**src/rtl/xprf_pkg.sv**
```systemverilog
// Shared types and constants for the x86 partial register file.
// No dependencies.
`default_nettype none

package xprf_pkg;

   localparam int XPRF_GP_COUNT  = 8;
   localparam int XPRF_ENTRY_W   = $clog2(XPRF_GP_COUNT);
   localparam int XPRF_DATA_W    = 32;

   localparam logic [1:0] OP_READ_ZX = 2'd0;
   localparam logic [1:0] OP_READ_SX = 2'd1;
   localparam logic [1:0] OP_WRITE   = 2'd2;
   localparam logic [1:0] OP_NOP     = 2'd3;

   localparam logic [1:0] SIZE_BYTE  = 2'd0;
   localparam logic [1:0] SIZE_WORD  = 2'd1;
   localparam logic [1:0] SIZE_DWORD = 2'd2;
   localparam logic [1:0] SIZE_BAD   = 2'd3;

   localparam logic [3:0] IDX_HIGH_BASE = 4'd8;
   localparam logic [3:0] IDX_LIMIT     = 4'd12;

   typedef struct packed {
      logic [1:0]  opcode;
      logic [3:0]  reg_index;
      logic [1:0]  size_code;
      logic [31:0] write_data;
   } req_type;

   typedef struct packed {
      logic [31:0] read_data;
      logic        access_error;
   } rsp_type;

endpackage

`default_nettype wire

```
**src/rtl/xprf_ram.sv**
```systemverilog
// Generic single-clock RAM, one write port and one registered read port.
// No dependencies.
`default_nettype none

module xprf_ram #(
   parameter int WIDTH = 32,
   parameter int DEPTH = 8
) (
   input  wire logic                     clock,
   input  wire logic                     wr_en,
   input  wire logic [$clog2(DEPTH)-1:0] wr_addr,
   input  wire logic [WIDTH-1:0]         wr_data,
   input  wire logic                     rd_en,
   input  wire logic [$clog2(DEPTH)-1:0] rd_addr,
   output      logic [WIDTH-1:0]         rd_data
);

   logic [WIDTH-1:0] mem_ff [DEPTH];

   always_ff @(posedge clock) begin
      if (wr_en) begin
         mem_ff[wr_addr] <= wr_data;
      end
      if (rd_en) begin
         rd_data <= mem_ff[rd_addr];
      end
   end

endmodule

`default_nettype wire

```
**src/rtl/x86_partial_register_file.sv**
```systemverilog
// Top level of the x86 partial register file: decode, read-modify-write, result register.
// Depends on xprf_pkg and xprf_ram.
//
//   channel  | dir | handshake             | payload
//   req_     | in  | req_valid / req_ready | req_payload (req_type)
//   rsp_     | out | rsp_valid / rsp_ready | rsp_payload (rsp_type)
//
// Each transfer is handled as the RAM read, then extend / merge and write-back.
// A new request is taken once the previous one has left the execute cycle.
// The execute cycle stalls while an unconsumed result sits in the output register.
// Reset clears the entry valid bits, so every register reads as zero until written.
`default_nettype none

module x86_partial_register_file
   import xprf_pkg::*;
(
   input  wire logic    clock,
   input  wire logic    reset,
   input  wire logic    req_valid,
   output      logic    req_ready,
   input  wire req_type req_payload,
   output      logic    rsp_valid,
   input  wire logic    rsp_ready,
   output      rsp_type rsp_payload
);

   typedef enum logic {ST_IDLE, ST_EXEC} state_type;

   state_type                  state_ff, state_in;
   logic [XPRF_GP_COUNT-1:0]   gp_valid_ff, gp_valid_in;
   logic [1:0]                 op_ff, op_in;
   logic [1:0]                 size_ff, size_in;
   logic                       high_ff, high_in;
   logic                       err_ff, err_in;
   logic [XPRF_ENTRY_W-1:0]    entry_ff, entry_in;
   logic [XPRF_DATA_W-1:0]     wdata_ff, wdata_in;
   logic                       rsp_valid_ff, rsp_valid_in;
   rsp_type                    rsp_ff, rsp_in;

   logic                       accept;
   logic                       fire;
   logic                       sgn;
   logic [XPRF_DATA_W-1:0]     ram_rd_data;
   logic [XPRF_DATA_W-1:0]     cur;
   logic [7:0]                 byte_src;
   logic [XPRF_DATA_W-1:0]     rd_val;
   logic [XPRF_DATA_W-1:0]     merged;
   logic                       wr_en;

   assign req_ready   = (state_ff == ST_IDLE);
   assign accept      = req_valid && req_ready;
   assign fire        = (state_ff == ST_EXEC) && (!rsp_valid_ff || rsp_ready);
   assign rsp_valid   = rsp_valid_ff;
   assign rsp_payload = rsp_ff;

   // request decode
   always_comb begin
      op_in    = op_ff;
      size_in  = size_ff;
      high_in  = high_ff;
      err_in   = err_ff;
      entry_in = entry_ff;
      wdata_in = wdata_ff;
      if (accept) begin
         op_in    = req_payload.opcode;
         size_in  = req_payload.size_code;
         high_in  = req_payload.reg_index[3];
         err_in   = (req_payload.opcode != OP_NOP) &&
                    ((req_payload.size_code == SIZE_BAD) ||
                     (req_payload.reg_index >= IDX_LIMIT) ||
                     ((req_payload.reg_index >= IDX_HIGH_BASE) &&
                      (req_payload.size_code != SIZE_BYTE)));
         entry_in = req_payload.reg_index[3] ?
                    XPRF_ENTRY_W'(req_payload.reg_index[1:0]) :
                    req_payload.reg_index[XPRF_ENTRY_W-1:0];
         wdata_in = req_payload.write_data;
      end
   end

   // extend and merge
   always_comb begin
      cur      = gp_valid_ff[entry_ff] ? ram_rd_data : '0;
      sgn      = (op_ff == OP_READ_SX);
      byte_src = high_ff ? cur[15:8] : cur[7:0];
      case (size_ff)
         SIZE_BYTE: rd_val = {{24{sgn & byte_src[7]}}, byte_src};
         SIZE_WORD: rd_val = {{16{sgn & cur[15]}}, cur[15:0]};
         default:   rd_val = cur;
      endcase
      if (high_ff) begin
         merged = {cur[31:16], wdata_ff[7:0], cur[7:0]};
      end else begin
         case (size_ff)
            SIZE_BYTE: merged = {cur[31:8], wdata_ff[7:0]};
            SIZE_WORD: merged = {cur[31:16], wdata_ff[15:0]};
            default:   merged = wdata_ff;
         endcase
      end
      wr_en = fire && (op_ff == OP_WRITE) && !err_ff;
   end

   // control and result register
   always_comb begin
      state_in     = state_ff;
      gp_valid_in  = gp_valid_ff;
      rsp_valid_in = rsp_valid_ff && !rsp_ready;
      rsp_in       = rsp_ff;
      case (state_ff)
         ST_IDLE: begin
            if (accept) begin
               state_in = ST_EXEC;
            end
         end
         ST_EXEC: begin
            if (fire) begin
               state_in     = ST_IDLE;
               rsp_valid_in = 1'b1;
               rsp_in.access_error = err_ff;
               rsp_in.read_data    = (!err_ff && ((op_ff == OP_READ_ZX) ||
                                                  (op_ff == OP_READ_SX))) ? rd_val : '0;
               if (wr_en) begin
                  gp_valid_in[entry_ff] = 1'b1;
               end
            end
         end
         default: state_in = ST_IDLE;
      endcase
   end

   always_ff @(posedge clock) begin
      if (reset) begin
         state_ff     <= ST_IDLE;
         gp_valid_ff  <= '0;
         rsp_valid_ff <= 1'b0;
      end else begin
         state_ff     <= state_in;
         gp_valid_ff  <= gp_valid_in;
         rsp_valid_ff <= rsp_valid_in;
      end
      op_ff    <= op_in;
      size_ff  <= size_in;
      high_ff  <= high_in;
      err_ff   <= err_in;
      entry_ff <= entry_in;
      wdata_ff <= wdata_in;
      rsp_ff   <= rsp_in;
   end

   xprf_ram #(
      .WIDTH (XPRF_DATA_W),
      .DEPTH (XPRF_GP_COUNT)
   ) u_gp_ram (
      .clock   (clock),
      .wr_en   (wr_en),
      .wr_addr (entry_ff),
      .wr_data (merged),
      .rd_en   (accept),
      .rd_addr (entry_in),
      .rd_data (ram_rd_data)
   );

endmodule

`default_nettype wire

```
**config.mk**
```make
export PLATFORM = sky130hd
export DESIGN_NAME = x86_partial_register_file
export DESIGN_NICKNAME = d
export VERILOG_FILES = /design/src/rtl/xprf_pkg.sv /design/src/rtl/xprf_ram.sv /design/src/rtl/x86_partial_register_file.sv
export SDC_FILE = /design/constraint.sdc
export NUM_CORES = 1
export LEC_CHECK = 0
export ABC_AREA = 1
export ABC_CLOCK_PERIOD_IN_PS = 6260
export BUFFER_PORTS_ARGS = -buffer_cell sky130_fd_sc_hd__buf_2
export CORE_MARGIN = 5
export CORE_UTILIZATION = 28
export DETAILED_ROUTE_END_ITERATION = 10
export MAX_ROUTING_LAYER = met4
export SYNTH_ARGS = -nofsm -noshare
export SYNTH_HDL_FRONTEND = slang
export SYNTH_SLANG_ARGS = --single-unit
```
**constraint.sdc**
```tcl
create_clock -name clock -period 6.26 [get_ports clock]
set_input_delay 1.252 -clock clock [delete_from_list [all_inputs] [get_ports clock]]
set_output_delay 1.252 -clock clock [all_outputs]
set_load 0.02 [all_outputs]
```
==> impl_results.md <==
* PortBufs at 78
* CTS tree: done
* Clock buffer depth at 3
* Worst path slowest cell: buf_4
* Top_reg_cell synth: edfxtp_1
* Avg WL per Cell at 18.0 µm
* Seq/Total Area, Yosys at 75.1%
* H-tree depth at 2
* FF-to-FF Start: state_ff
* Share of post-route cells with drive strength above 1 at 13.4%
* Placer Congestion at 0.789
* Seq cells post-synth at 372
* Global-route wire length before repair at 53300 µm
* Minimum clock period at 3580 ps
* Layout area overhead at 15.2%
* Clock sink count at 372
* Critical path's top delay family: buffers and inverters
* Die W at 239 µm
* Clk Latency, worst-skew pair at 530 ps
* Total grt overflow at 0
* WL final at 35200 µm
* Finish-stage setup viols at 0
* CP Max Fanout at 60
* Worst hold start: gp_valid_ff[4]
* Buf+Inv Stages, Crit Path at 6
* Sum Neg Setup Slack at 0 ps
* Largest net degree at the start of global routing at 79
* Pwr dens at 326 nW/µm²
* Clock Skew at 10.0 ps
* F_max at 279 MHz
* Synthesized area per cell at 12.6 µm²
* Antenna-violating nets left at 0
* Total track usage at 12.4%
* Cells after synthesis at 1169
* Syn Std Cell Area at 14700 µm²
* Post-synth top area cell: edfxtp_1
* Worst vdd ir at 150 µV
* Antenna violations before repair at 4
* Pre-CTS setup slack at 2100 ps
* Startpoint types: input pin
* Worst Hold Class: reg2reg
* DR WL met2 at 17000 µm
* Unrepaired setup endpoints after global routing: false
* EDFF count, synth at 359
* Boundary Pins at 79
* Hold Buf Count CTS at 0
* Top routing layer in use: met4
* Post-synth top cells: 359 x edfxtp_1, 214 x nand2_1, 146 x nor2_1
* Final Hold Viols at 0
* Final non-filler cell total at 1956
* Outcome: finished clean
* Req. time, crit path at 6550 ps
* Final period util at 57.3%
* Root buf cell: clkbuf_16
* Initial DRC count at 641
* Top area cells in the synthesized netlist: edfxtp_1 73%, nand2_1 5.5%, nor2_1 3.7%, o21ai_0 3.5%, o22ai_1 2.7%
* Residual DRC count at 0
* Vias/cell at 4.68
* Total CTS buffers at 38
* Clock transition at the registers of the reported paths at 60 ps
* Syn_nets at 1213
* DR vias at 9160
* Least-Margin Pin Slew at 1000 ps
* Cts repair resizes at 0
* Critical Path AT at 3870 ps
* M1 WL at 14600 µm
* Largest stage delay, worst path at 470 ps
* Die ar. at 57200 µm²
* WS Path Type: in2reg
* Crit. Startpoint: req_valid
* Row Count at 84
* Final HPWL DP at 19600 µm
* Yosys cell types at 29
* Final WS setup at 2680 ps
* Total power at 5.52 mW
* Max Cap Violations at 0
* Final nets at 1281
* Routed wl met3 at 2830 µm
* Postcts setup bufs at 0
* Async set-reset flop share out of synthesis at 0%
* YS warnings at 0
* Slew margin rel. at 32.9%
* Die H at 239 µm
* Pins Over Slew Limit at 0
* CP Capture Type: flop
* Dpl cells at 1885
* Top-area cell type share of the netlist area at 73.3%
* Most common cell in the netlist: edfxtp_1
* Number of global-route vias before repair at 8868
* CORE AREA at 52300 µm²
* Leakage dissipation at 5.97 nW
* Worst-path cell chain: buf_2 -> inv_1 -> nor2_4 -> buf_4 -> nand2_1 -> o21ai_4 -> buf_4 -> clkinv_2 -> buf_4 -> o21ai_0 -> o22ai_1 -> nand2_1 -> nand2_1
* Initial core utilization at 28.1%
* Drt first pass iters at 5
-- state kept, by name, indices dropped and copies added, names as in the netlist --
name and flops:
entry_ff 3, err_ff 1, gp_valid_ff 8, high_ff 1, op_ff 2, rsp_payload 33, rsp_valid 1, size_ff 2
state_ff 1, u_gp_ram.mem_ff 256, u_gp_ram.rd_data 32, wdata_ff 32
-- layout make-up --
type                       count  area [µm²]
clock buffer                  45         998
timing repair buffer         100         556
multi-input combinational    682        3140
tap                          688         861
sequential                   372       11000
antenna                        4        10.0
clock inverter                22         158
fill                        5164       35400
inverter                      43         168
-- metrics by stage --
stage / cell area [µm²] / hold slack (ps) / util, %
after floorplan: 14700 / 435 / -
after global placement: 15800 / 450 / 30.1
after global routing: 16900 / 494 / 32.4
after detailed placement: 15800 / 455 / 30.1
after CTS: 16900 / 464 / 32.3
final: 16900 / 461 / 32.4
-- worst min-delay path, stage by stage, from the launching register on --
cell and delay (ps):
dfxtp_1 300, inv_1 60, a21oi_1 60
-- report_power, final --
| group | internal (mW) | switching, mW | leakage [nW] | total (mW) |
|---|---|---|---|---|
| registers | 2.83 | 0.0493 | 3.45 | 2.88 |
| clock network | 1.22 | 0.908 | 0.576 | 2.13 |
| logic | 0.138 | 0.368 | 1.94 | 0.506 |
-- final timing paths --
check	endpoint	slack (ps)	cells after the start
setup / recovery	u_gp_ram.rd_data[4]	2680	13
hold reg to reg	gp_valid_ff[4]	460	2
hold / removal	gp_valid_ff[4]	460	2
setup reg to reg	u_gp_ram.rd_data[4]	3170	11
-- cells in the final DEF (no fill, tap or decap) --
cell type,instances
nor4_2,1
a21oi_1,22
bufinv_16,2
o22ai_1,64
nand3b_1,1
dfxtp_1,13
nand4_2,1
o21ai_1,65
o21ai_4,2
inv_1,37
diode_2,4
edfxtp_1,359
clkinv_2,11
clkinv_4,1
inv_6,2
nand2_4,2
nand3_1,47
nand2_1,214
buf_4,22
clkbuf_16,39
clkinv_1,10
buf_2,78
o21ai_2,1
inv_2,2
nor2_2,1
o21ai_0,102
a22oi_1,1
a211oi_1,2
nand4_1,6
nand2_2,1
nor2_1,145
nor2_4,3
nand3_2,1
clkbuf_1,6
-- per-layer routing --
metal / vias to the layer above / track usage, %
met2: 315 / 20.1
met4: 0 / 3.54
met5: - / -
met3: 52 / 2.58
met1: 4456 / 15.8
li1: 4337 / -
-- kinds of logic (layout without fill, tap and decap cells) --
kind of cell | Yosys count | in the layout | share of synthesized area [%]
other cells | 0 | 4 | 0
compound gates | 259 | 259 | 9.46
buf+inv | 115 | 210 | 3.69
flops | 372 | 372 | 75.1
simple gates | 423 | 423 | 11.8
Power figures use the tool's default switching activity.
